===== config.mk =====
export PLATFORM = sky130hd
export DESIGN_NAME = crc_framed_packet_builder_unit
export DESIGN_NICKNAME = d
export VERILOG_FILES = /design/src/crc_fpb_pkg.sv /design/src/crc_framed_packet_builder_unit.sv
export SDC_FILE = /design/constraint.sdc
export NUM_CORES = 1
export LEC_CHECK = 0
export ABC_AREA = 0
export BUFFER_PORTS_ARGS = -buffer_cell sky130_fd_sc_hd__buf_2
export CAP_MARGIN = 10
export CORE_MARGIN = 2
export CORE_UTILIZATION = 50
export DETAILED_ROUTE_END_ITERATION = 16
export PLACE_DENSITY_LB_ADDON = 0.25
export SLEW_MARGIN = 20
export SYNTH_ARGS = -nofsm -noshare
export SYNTH_HDL_FRONTEND = slang
export SYNTH_SLANG_ARGS = --single-unit

===== constraint.sdc =====
create_clock -name aclk -period 4.45 [get_ports aclk]
set_clock_uncertainty 0.05 [all_clocks]
set_input_delay 0.445 -clock aclk [delete_from_list [all_inputs] [get_ports aclk]]
set_output_delay 0.445 -clock aclk [all_outputs]
set_load 0.03 [all_outputs]

===== src/crc_fpb_pkg.sv =====
`default_nettype none

package crc_fpb_pkg;

    // largest payload that still builds a frame
    localparam int unsigned MaxPayload = 247;

    // most frame bytes that one input word can produce
    localparam int unsigned BurstDepth = 10;
    localparam int unsigned CntW       = $clog2(BurstDepth + 1);

    localparam logic [7:0]  Crc8Seed      = 8'hFF;
    localparam logic [7:0]  Crc8PolyRefl  = 8'h8C;
    localparam logic [15:0] Crc16Seed     = 16'hFFFF;
    localparam logic [15:0] Crc16PolyRefl = 16'h8408;
    localparam logic [7:0]  StartReset    = 8'hA5;

    // what a queued frame byte is, resolved when it leaves the queue
    typedef enum logic [2:0] {
        TAG_BYTE   = 3'd0,   // literal byte, crc-16 only
        TAG_HDR    = 3'd1,   // literal byte, crc-8 and crc-16
        TAG_CRC8   = 3'd2,   // header crc-8
        TAG_CRC_LO = 3'd3,   // frame crc-16 low byte
        TAG_CRC_HI = 3'd4    // frame crc-16 high byte, end of frame
    } tag_t;

    typedef struct packed {
        tag_t       tag;
        logic [7:0] data;
    } entry_t;

    typedef logic [CntW-1:0] cnt_t;

    function automatic logic [7:0] crc8_step(input logic [7:0] crc, input logic [7:0] b);
        logic [7:0] c;
        c = crc ^ b;
        for (int i = 0; i < 8; i++) begin
            c = c[0] ? ((c >> 1) ^ Crc8PolyRefl) : (c >> 1);
        end
        return c;
    endfunction

    function automatic logic [15:0] crc16_step(input logic [15:0] crc, input logic [7:0] b);
        logic [15:0] c;
        c = crc ^ {8'h00, b};
        for (int i = 0; i < 8; i++) begin
            c = c[0] ? ((c >> 1) ^ Crc16PolyRefl) : (c >> 1);
        end
        return c;
    endfunction

endpackage

`default_nettype wire


===== src/crc_framed_packet_builder_unit.sv =====
// the frame bytes of an accepted word go into the burst queue, then one at a time through the
//   output register to m_; a packet's first word yields 8 to 10 bytes and the next word is
//   taken in the cycle the last of them moves to the output register
// oversize packets (length above 247) are taken word by word and give no bytes
// reset (aresetn low at a clock edge, synchronous): queue and output empty, sequence 0,
//   both crc registers at their seeds, start byte back to 0xA5
`default_nettype none

module crc_framed_packet_builder_unit (
    input  wire logic        aclk,
    input  wire logic        aresetn,

    input  wire logic        cfg_wr_en,
    input  wire logic [7:0]  cfg_wr_data,

    input  wire logic        s_valid,
    output logic             s_ready,
    input  wire logic [15:0] s_command_id,
    input  wire logic [15:0] s_payload_len,
    input  wire logic [7:0]  s_data_byte,

    output logic             m_valid,
    input  wire logic        m_ready,
    output logic [7:0]       m_out_byte,
    output logic             m_frame_end
);

    import crc_fpb_pkg::*;

    // configuration
    logic [7:0] start_byte_reg;

    // packet control state, updated when a word is accepted
    logic [7:0]  seq_reg, seq_next;
    logic [15:0] bytes_left_reg, bytes_left_next;
    logic        dropping_reg, dropping_next;

    // burst queue: the frame bytes of one word, head at index 0
    entry_t burst_reg [BurstDepth];
    entry_t burst_next [BurstDepth];
    cnt_t   cnt_reg, cnt_next;

    // load image built from the incoming word
    entry_t ld_ent [BurstDepth];
    cnt_t   ld_cnt;

    // running checksums, advanced as bytes leave the queue
    logic [7:0]  crc8_reg, crc8_next;
    logic [15:0] crc16_reg, crc16_next;

    // output register
    logic       m_valid_reg;
    logic [7:0] m_out_byte_reg;
    logic       m_frame_end_reg;

    logic        pop;
    logic        accept;
    logic [7:0]  pop_byte;
    logic        pop_end;
    logic        first_word;
    logic        len_over;
    logic [15:0] len_m1;
    logic [15:0] left_m1;

    // a byte moves from the queue head when the output register is free or being taken
    assign pop = (cnt_reg != '0) && (!m_valid_reg || m_ready);

    // a new word is loaded only when the queue is empty or drains this cycle
    assign s_ready = (cnt_reg == '0) || ((cnt_reg == cnt_t'(1)) && pop);
    assign accept  = s_valid && s_ready;

    assign first_word = (bytes_left_reg == 16'd0);
    assign len_over   = (s_payload_len > 16'(MaxPayload));
    assign len_m1     = s_payload_len - 16'd1;
    assign left_m1    = bytes_left_reg - 16'd1;

    // build the frame bytes of the incoming word and the next packet state
    always_comb begin
        ld_cnt = '0;
        for (int i = 0; i < BurstDepth; i++) begin
            ld_ent[i] = '{tag: TAG_BYTE, data: 8'h00};
        end
        seq_next        = seq_reg;
        bytes_left_next = bytes_left_reg;
        dropping_next   = dropping_reg;

        if (accept) begin
            if (first_word) begin
                if (len_over) begin
                    // swallow the whole packet silently
                    bytes_left_next = len_m1;
                    dropping_next   = (len_m1 != 16'd0);
                end else begin
                    // header: start, length lo/hi, sequence, crc-8, command lo/hi
                    ld_ent[0] = '{tag: TAG_HDR,  data: start_byte_reg};
                    ld_ent[1] = '{tag: TAG_HDR,  data: s_payload_len[7:0]};
                    ld_ent[2] = '{tag: TAG_HDR,  data: s_payload_len[15:8]};
                    ld_ent[3] = '{tag: TAG_HDR,  data: seq_reg};
                    ld_ent[4] = '{tag: TAG_CRC8, data: 8'h00};
                    ld_ent[5] = '{tag: TAG_BYTE, data: s_command_id[7:0]};
                    ld_ent[6] = '{tag: TAG_BYTE, data: s_command_id[15:8]};
                    seq_next      = seq_reg + 8'd1;
                    dropping_next = 1'b0;
                    if (s_payload_len == 16'd0) begin
                        // empty payload: trailer right after the header
                        ld_ent[7]       = '{tag: TAG_CRC_LO, data: 8'h00};
                        ld_ent[8]       = '{tag: TAG_CRC_HI, data: 8'h00};
                        ld_cnt          = cnt_t'(9);
                        bytes_left_next = 16'd0;
                    end else begin
                        ld_ent[7]       = '{tag: TAG_BYTE, data: s_data_byte};
                        bytes_left_next = len_m1;
                        if (len_m1 == 16'd0) begin
                            ld_ent[8] = '{tag: TAG_CRC_LO, data: 8'h00};
                            ld_ent[9] = '{tag: TAG_CRC_HI, data: 8'h00};
                            ld_cnt    = cnt_t'(10);
                        end else begin
                            ld_cnt = cnt_t'(8);
                        end
                    end
                end
            end else if (dropping_reg) begin
                bytes_left_next = left_m1;
                dropping_next   = (left_m1 != 16'd0);
            end else begin
                // payload word, trailer after the last one
                ld_ent[0]       = '{tag: TAG_BYTE, data: s_data_byte};
                bytes_left_next = left_m1;
                if (left_m1 == 16'd0) begin
                    ld_ent[1] = '{tag: TAG_CRC_LO, data: 8'h00};
                    ld_ent[2] = '{tag: TAG_CRC_HI, data: 8'h00};
                    ld_cnt    = cnt_t'(3);
                end else begin
                    ld_cnt = cnt_t'(1);
                end
            end
        end
    end

    // queue shift on pop, reload on accept (only when it empties)
    always_comb begin
        cnt_next = cnt_reg;
        for (int i = 0; i < BurstDepth; i++) begin
            burst_next[i] = burst_reg[i];
        end
        if (pop) begin
            for (int i = 0; i < BurstDepth - 1; i++) begin
                burst_next[i] = burst_reg[i + 1];
            end
            cnt_next = cnt_reg - cnt_t'(1);
        end
        if (accept) begin
            for (int i = 0; i < BurstDepth; i++) begin
                burst_next[i] = ld_ent[i];
            end
            cnt_next = ld_cnt;
        end
    end

    // resolve the head byte and advance the checksums
    always_comb begin
        pop_byte   = burst_reg[0].data;
        pop_end    = 1'b0;
        crc8_next  = crc8_reg;
        crc16_next = crc16_reg;
        unique case (burst_reg[0].tag)
            TAG_HDR: begin
                crc8_next = crc8_step(crc8_reg, pop_byte);
            end
            TAG_CRC8: begin
                pop_byte  = crc8_reg;
                crc8_next = Crc8Seed;
            end
            TAG_CRC_LO: begin
                pop_byte = crc16_reg[7:0];
            end
            TAG_CRC_HI: begin
                pop_byte = crc16_reg[15:8];
                pop_end  = 1'b1;
            end
            default: begin
                pop_byte = burst_reg[0].data;
            end
        endcase
        // the low trailer byte leaves the crc alone so the high byte still sees it
        if (burst_reg[0].tag == TAG_CRC_HI) begin
            crc16_next = Crc16Seed;
        end else if (burst_reg[0].tag != TAG_CRC_LO) begin
            crc16_next = crc16_step(crc16_reg, pop_byte);
        end
    end

    always_ff @(posedge aclk) begin
        if (!aresetn) begin
            start_byte_reg <= StartReset;
        end else if (cfg_wr_en) begin
            start_byte_reg <= cfg_wr_data;
        end
    end

    always_ff @(posedge aclk) begin
        if (!aresetn) begin
            seq_reg        <= 8'd0;
            bytes_left_reg <= 16'd0;
            dropping_reg   <= 1'b0;
            cnt_reg        <= '0;
            crc8_reg       <= Crc8Seed;
            crc16_reg      <= Crc16Seed;
            m_valid_reg    <= 1'b0;
        end else begin
            seq_reg        <= seq_next;
            bytes_left_reg <= bytes_left_next;
            dropping_reg   <= dropping_next;
            cnt_reg        <= cnt_next;
            if (pop) begin
                crc8_reg    <= crc8_next;
                crc16_reg   <= crc16_next;
                m_valid_reg <= 1'b1;
            end else if (m_ready) begin
                m_valid_reg <= 1'b0;
            end
        end
    end

    // payload registers, no reset
    always_ff @(posedge aclk) begin
        for (int i = 0; i < BurstDepth; i++) begin
            burst_reg[i] <= burst_next[i];
        end
        if (pop) begin
            m_out_byte_reg  <= pop_byte;
            m_frame_end_reg <= pop_end;
        end
    end

    assign m_valid     = m_valid_reg;
    assign m_out_byte  = m_out_byte_reg;
    assign m_frame_end = m_frame_end_reg;

    // queue never holds more than one word's bytes
    a_cnt_bound: assert property (@(posedge aclk) disable iff (!aresetn)
        cnt_reg <= cnt_t'(BurstDepth))
        else $error("burst queue count out of range");

    // a word is only taken when the queue will be empty
    a_load_empty: assert property (@(posedge aclk) disable iff (!aresetn)
        accept |-> (cnt_reg == '0) || ((cnt_reg == cnt_t'(1)) && pop))
        else $error("word accepted into a busy queue");

    // the frame crc restarts after every trailer
    a_crc_restart: assert property (@(posedge aclk) disable iff (!aresetn)
        (pop && burst_reg[0].tag == TAG_CRC_HI) |=> (crc16_reg == Crc16Seed))
        else $error("crc-16 not reseeded after frame end");

    // a dropped packet always owes more words
    a_drop_owes: assert property (@(posedge aclk) disable iff (!aresetn)
        dropping_reg |-> (bytes_left_reg != 16'd0))
        else $error("dropping with no words left");

    // dropped words never reach the queue
    a_drop_silent: assert property (@(posedge aclk) disable iff (!aresetn)
        (accept && dropping_reg && !first_word) |=> (cnt_reg == '0))
        else $error("dropped word produced bytes");

endmodule

`default_nettype wire


==> results of run 1 <==
==> how the worst max path moves through the flow <==
stage / end / slack, ps / cells past startpoint
floorplan: burst_reg[0][0] / 1070 / 6
global placement: bytes_left_reg[2] / 1180 / 9
detailed placement: bytes_left_reg[12] / 1090 / 9
CTS: crc8_reg[3] / 1210 / 8
global route: crc8_reg[4] / 870 / 8
finish: crc8_reg[3] / 1190 / 8
==> routing by layer <==
metal	global-route usage	wire, um
met5	0	0
met4	0.0995	509
met3	0.0480	1040
met2	0.379	9620
met1	0.322	8870
==> logic make-up (layout without fill, tap and decap cells) <==
family                     Yosys count  count (layout)
xor gates and xnor gates            46              46
DFF                                159             159
adders and majority gates            8               8
and+or+nand+nor                    312             312
buffers and inverters               66             116
AOI/OAI and AO/OA                  209             209
muxes                               18              18
==> synthesized netlist by cell type, types with 9 or more instances <==
cell type	count
nor2_1	51
mux2i_1	18
xnor2_1	32
clkbuf_1	44
xor2_1	10
edfxtp_1	76
or2_2	10
nand3_1	10
nor4_1	11
nand2_1	102
o22ai_1	12
or3_1	12
nor3_1	39
nand4_1	9
a21oi_1	47
o21ai_0	30
dfxtp_1	83
a22o_1	31
a22oi_1	11
and3_1	20
and2_1	10
inv_1	10
o21a_1	11
==> placed cells by master, fill, tap and decap left out, types with 30 or more instances in the layout <==
master / count
a21oi_1: 47
a22o_1: 31
buf_2: 63
dfxtp_1: 83
edfxtp_1: 76
nand2_1: 101
nor2_1: 50
nor3_1: 38
o21ai_0: 30
xnor2_1: 32
==> per-stage QoR <==
stage          cells  power [uW]  worst slack [ps]  hold slack, ps
3_3_place_gp    1051        6630              1180             387
4_1_cts         1083        8190              1210             169
2_1_floorplan    818        5780              1070             382
3_5_place_dp    1051        6750              1090             400
6_report        1084        8270              1190             176
5_1_grt         1084        8820               873             181
==> critical path: stages (launching register included) <==
cell and delay, ps:
dfxtp_1 360, inv_1 90, ha_1 220, nor3b_1 180
or2_2 510, nor3_1 920, o21ai_1 460, o22ai_1 250
nand2_1 70
==> report_power, final <==
group | switching (uW) | total [uW] | internal [uW]
clock | 637 | 1430 | 794
sequential | 394 | 2740 | 2350
combinational | 2500 | 4100 | 1600
total | 3540 | 8270 | 4740
==> final cells by class <==
class | instances | area, um^2
Clock inverter | 13 | 143
Tap cell | 216 | 270
Fill cell | 1383 | 6710
Clock buffer | 19 | 433
Sequential cell | 159 | 3940
Multi-Input combinational cell | 593 | 3820
Inverter | 13 | 48.8
Timing Repair Buffer | 71 | 395
==> summary.md, run 1 <==
| Metric | Value |
|---|---|
| Final Hold Vio Count | `0` |
| Slew margin rel. | `0.294` |
| Synth top area share | `0.286` |
| Area leader, netlist | `edfxtp_1` |
| Hold_sp | `cfg_wr_data[7]` |
| Seq/Total Area, Yosys | `0.494` |
| Largest net degree at the start of global routing | `50` |
| Fin area | `9060 um^2` |
| Port Buf Inserts | `63` |
| Setup slack, reg-to-reg | `1190 ps` |
| Via count | `6,505` |
| Synth Area in XOR/XNOR | `0.0575` |
| DRT antenna net count | `0` |
| Initial core utilization | `0.507` |
| Reg clk slew, reported paths | `70 ps` |
| Synth warn | `0` |
| Setup tns final | `0 ps` |
| Initial antenna violation count | `0` |
| Nature of the critical path endpoint | `flip-flop` |
| Syn Std Cell Area | `7990 um^2` |
| Worst slew pin tran | `1050 ps` |
| Worst setup SP type | `flip-flop` |
| Share of cells above drive strength 1 | `0.146` |
| GRT Util Overall | `0.239` |
| Number of synthesized flops with an enable pin | `76` |
| Crit. Startpoint | `cnt_reg[0]` |
| Largest family of logic cells by synthesized area | `simple AND/OR/NAND/NOR gates` |
| Type of the worst min-delay path | `primary input to flip-flop` |
| Post-DP Area | `8440 um^2` |
| Die width | `130 um` |
| Fin util | `0.574` |
| Fin crit period | `3260 ps` |
| Grt total ovfl | `0` |
| Number of synthesized register bits | `159` |
| Achievable Freq | `307 MHz` |
| Status | `complete, no violations` |
| WL final | `20.0 mm` |
| Pwr Density | `913 nW/um^2` |
| WHS Path Cells | `3` |
| Worst EP required | `4690 ps` |
| Period Utilization, post-route | `0.732` |
| Worst-skew pair later-pin latency | `440 ps` |
| Area added between synthesis and finish | `13.3%` |
| CTS tree | `done` |
| Reg-to-Reg Start | `cnt_reg[0]` |
| Die H | `130 um` |
| Max reg flops | `88` |
| DRC viols | `0` |
| CTS sink count | `159` |
| Root Buffer | `clkbuf_16` |
| Min-Delay Endpoint | `start_byte_reg[7]` |
| Synth Area in Compound Gates | `0.180` |
| Unrepaired setup endpoints after global routing | `false` |
| Peak VDD IR | `487 uV` |
| Critical Path AT | `3500 ps` |
| Async SR Flop Fraction | `0` |
| Post-CTS setup buffer count | `0` |
| Synth Flop Type | `dfxtp_1` |
| Nets | `916` |
| Ant diodes | `0` |
| Post-Syn Nets | `879` |
| Total CTS buffers | `17` |
| Avg WL per Cell | `18.5 um` |
| GP Congestion | `0.893` |
| Mux contribution to synthesized area | `0.0225` |
| HPWL after DPL | `13.6 mm` |
| Cts-stage hold buffer count | `0` |
| Cells after Synth | `818` |
| Setup Crit Path Kind | `flip-flop to flip-flop` |
| H-tree lvl count | `4` |
| Maxcap violations | `0` |
| Drt via density | `6.00` |
| Fin. max-slew vios | `0` |
| Post-CTS sizing | `0` |
| Drt pass-1 iters | `6` |
| Row count | `46` |
| CP Max Fanout | `25` |
| First-pass GRT wire length | `31.2 mm` |
| Vias in the first global route | `6,125` |
| Static Leak | `0.00350 uW` |
| Die area | `17,000 um^2` |
| Simple-gate share of the synthesized area | `0.202` |
| Top cells by area, synth | `edfxtp_1, dfxtp_1, nand2_1, xnor2_1, a22o_1` |
| Number of setup violations in the final report | `0` |
| Clock Tree Buf Depth | `2` |
| Worst-case reg-to-reg path depth | `8` |
| Io pins | `64` |
| R2r endpoint | `crc8_reg[3]` |
| Syn Area/Cell | `9.77 um^2` |
| Count of different cell masters after synthesis | `67` |
| Core ar. | `15,800 um^2` |
| Post-Synth Adder-Cell Area | `0.0125` |
| Initial DRC count | `520` |
Power figures use the tool's default switching activity.
==> inputs of run 2 (changes only) <==
--- a/config.mk
+++ b/config.mk
@@ -5,7 +5,7 @@
 export SDC_FILE = /design/constraint.sdc
 export NUM_CORES = 1
 export LEC_CHECK = 0
-export ABC_AREA = 0
+export ABC_AREA = 1
 export BUFFER_PORTS_ARGS = -buffer_cell sky130_fd_sc_hd__buf_2
 export CAP_MARGIN = 10
 export CORE_MARGIN = 2
==> constraint.sdc (replaced) <==
create_clock -name aclk -period 2.7 [get_ports aclk]
set_clock_uncertainty 0.05 [all_clocks]
set_input_delay 0.27 -clock aclk [delete_from_list [all_inputs] [get_ports aclk]]
set_output_delay 0.27 -clock aclk [all_outputs]
set_load 0.03 [all_outputs]
==> run 2 against run 1 <==
Effect of this change: utilization up 0.72 points; total power rose by 64%; clock power rose by 83%; clock-buffer cell count is the same; register-to-register slack worse by 870 ps; fmax is 37% higher.
==> summary.md, run 2 <==
| Metric | Value |
|---|---|
| Die area | `17,700 um^2 (+3.9%)` |
| Via count | `7,036 (+8.2%)` |
| Core ar. | `16,400 um^2 (+4.0%)` |
| Initial core utilization | `0.507 (about the same)` |
| Post-CTS sizing | `0 (unchanged)` |
| Fin. max-slew vios | `0 (unchanged)` |
| Area leader, netlist | `edfxtp_1` |
| Io pins | `64 (unchanged)` |
| Worst-skew pair later-pin latency | `430 ps (about the same)` |
| CTS sink count | `159 (unchanged)` |
| Final Hold Vio Count | `0 (unchanged)` |
| Drt pass-1 iters | `5 (-1)` |
| Setup Crit Path Kind | `flip-flop to flip-flop` |
| Async SR Flop Fraction | `0 (unchanged)` |
| Nets | `1,156 (+26%)` |
| Port Buf Inserts | `63 (unchanged)` |
| Number of synthesized flops with an enable pin | `76 (unchanged)` |
| Root Buffer | `clkbuf_16` |
| Setup slack, reg-to-reg | `320 ps (-870 ps)` |
| Maxcap violations | `0 (unchanged)` |
| Syn Area/Cell | `8.07 um^2 (-17%)` |
| Drt via density | `5.30 (-12%)` |
| Most frequent cells in the layout | `nand2_1, inv_1, nor2_1, dfxtp_1, edfxtp_1` |
| Achievable Freq | `421 MHz (+37%)` |
| Sw Ratio | `0.439 (+0.0116)` |
| Die width | `133 um (+1.9%)` |
| Top cells by count, synth | `nand2_1, inv_1, nor2_1, dfxtp_1, edfxtp_1` |
| Period Utilization, post-route | `0.881 (+0.149)` |
| GR peak layer | `met2` |
| Initial antenna violation count | `0 (unchanged)` |
| Share of cells above drive strength 1 | `0.154 (+0.00802)` |
| Comb pwr share | `0.492 (-0.004)` |
| Reg clk slew, reported paths | `70 ps (about the same)` |
| Worst setup SP type | `flip-flop` |
| Type of the worst min-delay path | `primary input to flip-flop` |
| Clock Tree Buf Depth | `2 (unchanged)` |
| Post-Syn Nets | `1,091 (+24%)` |
| Pwr Density | `1420 nW/um^2 (+56%)` |
| Die H | `133 um (+1.9%)` |
| Layout fillers | `1,472 (+6.4%)` |
| Synth Flop Type | `dfxtp_1` |
| CTS tree | `done` |
| Synth top area share | `0.274 (-0.0111)` |
| Total CTS buffers | `17 (unchanged)` |
| GR Util met1 | `0.303 (-0.0196)` |
| Nature of the critical path endpoint | `flip-flop` |
| Synth warn | `0 (unchanged)` |
| DRT antenna net count | `0 (unchanged)` |
| Avg WL per Cell | `15.2 um (-18%)` |
| Switch Pwr | `5960 uW (+69%)` |
| Max reg flops | `88 (unchanged)` |
| Most common cell in the synthesized netlist | `nand2_1` |
| Count of different cell masters after synthesis | `48 (-28%)` |
| Unrepaired setup endpoints after global routing | `false` |
| Internal power | `7620 uW (+61%)` |
| Clock Power Share | `0.192 (+0.019)` |
| CP Max Fanout | `14 (-44%)` |
| Status | `complete, no violations` |
| Row count | `47 (+2.2%)` |
| FF+latch area | `3940 um^2 (unchanged)` |
| GRT Util Overall | `0.235 (-0.00336)` |
| WL final | `20.2 mm (+0.79%)` |
| Post-CTS setup buffer count | `0 (unchanged)` |
| Fin util | `0.582 (+0.00722)` |
| Area occupied by multi-input gates | `3720 um^2 (-2.7%)` |
| H-tree lvl count | `4 (unchanged)` |
| Number of setup violations in the final report | `0 (unchanged)` |
| Cells after Synth | `1,030 (+26%)` |
| Critical Path AT | `2660 ps (-840 ps)` |
| Syn Std Cell Area | `8310 um^2 (+4.0%)` |
| Initial DRC count | `607 (+17%)` |
| Slew margin rel. | `0.356 (+0.0613)` |
| Area added between synthesis and finish | `14.8%` |
| First-pass GRT wire length | `33.0 mm (+5.7%)` |
| Top cells by area, synth | `edfxtp_1, dfxtp_1, nand2_1, inv_1, nor2_1` |
| Met3 usage | `0.0410 (-0.00705)` |
| HPWL after DPL | `14.7 mm (+7.9%)` |
| Static Leak | `0.00443 uW (+27%)` |
| Number of synthesized register bits | `159 (unchanged)` |
| Setup tns final | `0 ps (unchanged)` |
| Worst EP required | `2980 ps (-1710 ps)` |
| GP Congestion | `0.903 (+1.1%)` |
| Seq/Total Area, Yosys | `0.474 (-0.0192)` |
| Peak VDD IR | `690 uV (+42%)` |
| Seq pwr share | `0.316 (-0.015)` |
| Grt total ovfl | `0 (unchanged)` |
| Vias in the first global route | `6,758 (+10%)` |
| DRC viols | `0 (unchanged)` |
| Ant diodes | `0 (unchanged)` |
| Cts-stage hold buffer count | `0 (unchanged)` |
| GR Util met2 | `0.393 (+0.0141)` |
| Most common cell after layout, fill and taps aside | `nand2_1` |
| Worst slew pin tran | `965 ps (-84.9 ps)` |
| Largest net degree at the start of global routing | `70 (+40%)` |
| Fin crit period | `2380 ps (-880 ps)` |
## run 2: worst max-delay path, cell delays in order (launching register included)
cell      delay (ps)
dfxtp_1          310
inv_1            170
ha_1             180
inv_1             60
nor3_1           200
nand4_2          260
nor2_2           520
o21ai_0          240
a221oi_1         290
## run 2: cell type report
class                           count  share of cell area
Tap cell                          220              0.0288
Multi-Input combinational cell    701               0.390
Timing Repair Buffer               77              0.0467
Inverter                          139              0.0549
Sequential cell                   159               0.413
Clock inverter                     13              0.0211
Clock buffer                       19              0.0454
## run 2: power by group through the flow
stage	Clock (uW)	Combinational (uW)	Sequential, uW
after floorplan	0	5000	4350
after global placement	0	6520	4330
after detailed placement	0	6610	4330
after CTS	2630	6670	4290
after global routing	2720	7530	4390
final	2610	6680	4290
## run 2: kinds of logic (layout without fill, tap and decap cells)
group                      Yosys count  count (layout)  synth area share
xor gates and xnor gates            35              35            0.0421
and+or+nand+nor                    500             500             0.273
adders and majority gates            8               8            0.0120
DFF                                159             159             0.474
AOI/OAI and AO/OA                  158             158             0.118
buffers and inverters              170             248            0.0802
## run 2: path summary, 6_finish.rpt
check                    startpoint           endpoint  depth (start not counted)
setup / recovery  bytes_left_reg[0]  bytes_left_reg[2]                          8
hold / removal       cfg_wr_data[5]  start_byte_reg[5]                          3
setup reg to reg  bytes_left_reg[0]  bytes_left_reg[2]                          8
hold reg to reg     burst_reg[1][9]    burst_reg[0][9]                          2
## run 2: routing by layer
| layer | routed length, um | up-vias |
|---|---|---|
| li1 | - | 3532 |
| met3 | 911 | 44 |
| met4 | 552 | 0 |
| met2 | 9780 | 190 |
| met5 | 0 | - |
| met1 | 8950 | 3270 |
## run 2: stage by stage
stage          power, uW  hold WS, ps  std cells  setup slack [ps]  cell area, um^2
2_1_floorplan       9350          346       1030               210             8320
3_3_place_gp       10900          380       1296               353             8910
3_5_place_dp       10900          385       1296               265             8910
4_1_cts            13600         3.01       1328               387             9540
5_1_grt            14600         17.5       1328              63.4             9540
6_report           13600         11.3       1328               322             9540
==> inputs of run 3 (changes only) <==
--- a/config.mk
+++ b/config.mk
@@ -5,7 +5,6 @@
 export SDC_FILE = /design/constraint.sdc
 export NUM_CORES = 1
 export LEC_CHECK = 0
-export ABC_AREA = 1
 export BUFFER_PORTS_ARGS = -buffer_cell sky130_fd_sc_hd__buf_2
 export CAP_MARGIN = 10
 export CORE_MARGIN = 2
==> run 3 against run 2 <==
Effect of this change: global-route usage rose by 1.3 points; first-iteration DRC count fell by 22%; total power rose by 4.8%; clock power fell by 6%; combinational power rose by 9.6%; non-clock buffer count rose by 25; critical path type unchanged; critical endpoint is now crc16_reg[8]; largest cell class unchanged.
==> summary.md, run 3 (synthesis gave the netlist of run 1 again) <==
| Metric | Value |
|---|---|
| Drt pass-1 iters | `5 (unchanged)` |
| Row count | `46 (-2.1%)` |
| Internal power | `8340 uW (+9.4%)` |
| Most frequent cells in the layout | `nand2_1, dfxtp_1, edfxtp_1, buf_2, nor2_1` |
| First-pass GRT wire length | `32.6 mm (-1.2%)` |
| Worst setup SP type | `flip-flop` |
| Static Leak | `0.00368 uW (-17%)` |
| Critical path's slowest cell | `nand2b_1` |
| Slew margin rel. | `0.525 (+0.169)` |
| Seq pwr share | `0.314 (-0.002)` |
| Final Hold Vio Count | `0 (unchanged)` |
| Ordered cell list for the critical path | `nand2b_1, o2bb2ai_1, nor3_1, o211ai_1, buf_4, a311oi_1` |
| Io pins | `64 (unchanged)` |
| Worst slew pin tran | `709 ps (-257 ps)` |
| Pwr Total | `14,200 uW (+4.8%)` |
| DRT antenna net count | `0 (unchanged)` |
| Initial antenna violation count | `0 (unchanged)` |
| CP peak stage delay | `550 ps (+30 ps)` |
| Type of the worst min-delay path | `primary input to flip-flop` |
| Vias in the first global route | `6,339 (-6.2%)` |
| Initial DRC count | `475 (-22%)` |
| Pwr Density | `1520 nW/um^2 (+6.8%)` |
| Largest net degree at the start of global routing | `68 (-2.9%)` |
| Core ar. | `15,800 um^2 (-3.9%)` |
| Most common cell after layout, fill and taps aside | `nand2_1` |
| Worst-skew pair later-pin latency | `430 ps (about the same)` |
| Period Utilization, post-route | `0.931 (+0.0503)` |
| Clock Tree Buf Depth | `2 (unchanged)` |
| GRT Util Overall | `0.248 (+0.0129)` |
| Ant diodes | `0 (unchanged)` |
| Worst hold slack | `20.8 ps (+9.56 ps)` |
| Share of cells above drive strength 1 | `0.175 (+0.0203)` |
| Reg clk slew, reported paths | `60 ps (about the same)` |
| Nets | `947 (-18%)` |
| Comb pwr share | `0.514 (+0.022)` |
| Critical Path AT | `2780 ps (+120 ps)` |
| HPWL after DPL | `14.5 mm (-1.4%)` |
| WL final | `20.9 mm (+3.4%)` |
| Fin util | `0.594 (+0.0122)` |
| Die area | `17,000 um^2 (-3.8%)` |
| Final setup margin | `186 ps (-136 ps)` |
| H-tree lvl count | `4 (unchanged)` |
| Root Buffer | `clkbuf_16` |
| DP Cell Count | `1,080 (-17%)` |
| Initial core utilization | `0.507 (about the same)` |
| Fin crit period | `2510 ps (+136 ps)` |
| Port Buf Inserts | `63 (unchanged)` |
| Die H | `130 um (-1.9%)` |
| Setup Crit Path Kind | `flip-flop to flip-flop` |
| Avg WL per Cell | `18.7 um (+23%)` |
| Area added between synthesis and finish | `17.2%` |
| Sw Ratio | `0.415 (-0.0244)` |
| Clock Power Share | `0.172 (-0.020)` |
| Switch Pwr | `5900 uW (-0.99%)` |
| Peak VDD IR | `800 uV (+16%)` |
| Drt via density | `6.02 (+14%)` |
| Worst EP required | `2970 ps (about the same)` |
| Achievable Freq | `398 MHz (-5.4%)` |
| DRC viols | `0 (unchanged)` |
| CP Max Fanout | `17 (+3)` |
| GP Congestion | `0.885 (-2.0%)` |
| CTS tree | `done` |
| Fin. max-slew vios | `0 (unchanged)` |
| Total CTS buffers | `17 (unchanged)` |
| Dpl ws | `-1.21 ps (-266 ps)` |
| Nature of the critical path endpoint | `flip-flop` |
| Status | `complete, no violations` |
| Via count | `6,707 (-4.7%)` |
| Die width | `130 um (-1.9%)` |
| Number of setup violations in the final report | `0 (unchanged)` |
| Max reg flops | `88 (unchanged)` |
| Final std cells w/o fill | `1,115 (-16%)` |
| CTS sink count | `159 (unchanged)` |
| Maxcap violations | `0 (unchanged)` |
| Grt total ovfl | `0 (unchanged)` |
| Unrepaired setup endpoints after global routing | `false` |
[run 3: cell count changes in the layout (fill, tap and decap cells not counted), sizes merged, moves of 20 or more]
| cell | before | now |
|---|---|---|
| o21ai | 56 | 32 |
| inv | 144 | 14 |
| nor2 | 110 | 51 |
| buf | 77 | 102 |
| nand3 | 63 | 10 |
| and3 | 0 | 20 |
| nand2 | 279 | 102 |
[run 3: layer usage]
| layer | up-vias | wire length [um] | track usage |
|---|---|---|---|
| met5 | - | 0 | 0 |
| met1 | 3278 | 8840 | 0.311 |
| li1 | 3190 | - | - |
| met4 | 0 | 389 | 0.0807 |
| met3 | 34 | 993 | 0.0456 |
| met2 | 205 | 10700 | 0.437 |
[run 3: final cells by class]
type / instances / area [um^2]
clock buffers: 19 / 433
flip-flops and latches: 159 / 3940
well taps: 216 / 270
fillers: 1322 / 6410
clock inverters: 13 / 164
multi-input cells: 593 / 3840
repair buffers: 102 / 666
inverters: 13 / 48.8
[run 3: critical path: cells and delay by family (launching register included)]
family | cells | cell delay [ps]
buffers and inverters | 1 | 210
AO/OA/AOI/OAI | 3 | 790
flip-flops | 1 | 380
AND/OR/NAND/NOR | 2 | 990
[run 3: stage by stage]
stage	cell area, um^2	setup TNS, ps
2_1_floorplan	8000	0
3_3_place_gp	8700	0
3_5_place_dp	8700	-1.21
4_1_cts	9300	0
5_1_grt	9360	0
6_report	9360	0
[run 3: power groups by stage]
stage                     registers [uW]  logic (uW)  clock network [uW]
after global routing                4560        8020                2590
after global placement              4460        6890                   0
after detailed placement            4480        7060                   0
after floorplan                     4430        5080                   0
final                               4470        7320                2450
after CTS                           4460        7110                2480
[run 3: final timing paths]
path,startpoint,endpoint,slack [ps],depth (start not counted)
worst min register to register,burst_reg[6][10],burst_reg[5][10],400,2
worst max register to register,burst_reg[0][10],crc16_reg[8],190,6
worst max-delay path,burst_reg[0][10],crc16_reg[8],190,6
worst min-delay path,cfg_wr_data[2],start_byte_reg[2],20,3
[run 3: what timing repair did]
| item | CTS | global route |
|---|---|---|
| resized for setup | 0 | 3 |
| buffers inserted | 0 | 2 |
| setup endpoints to repair | 0 | 6 |
| hold buffers | 0 | 0 |
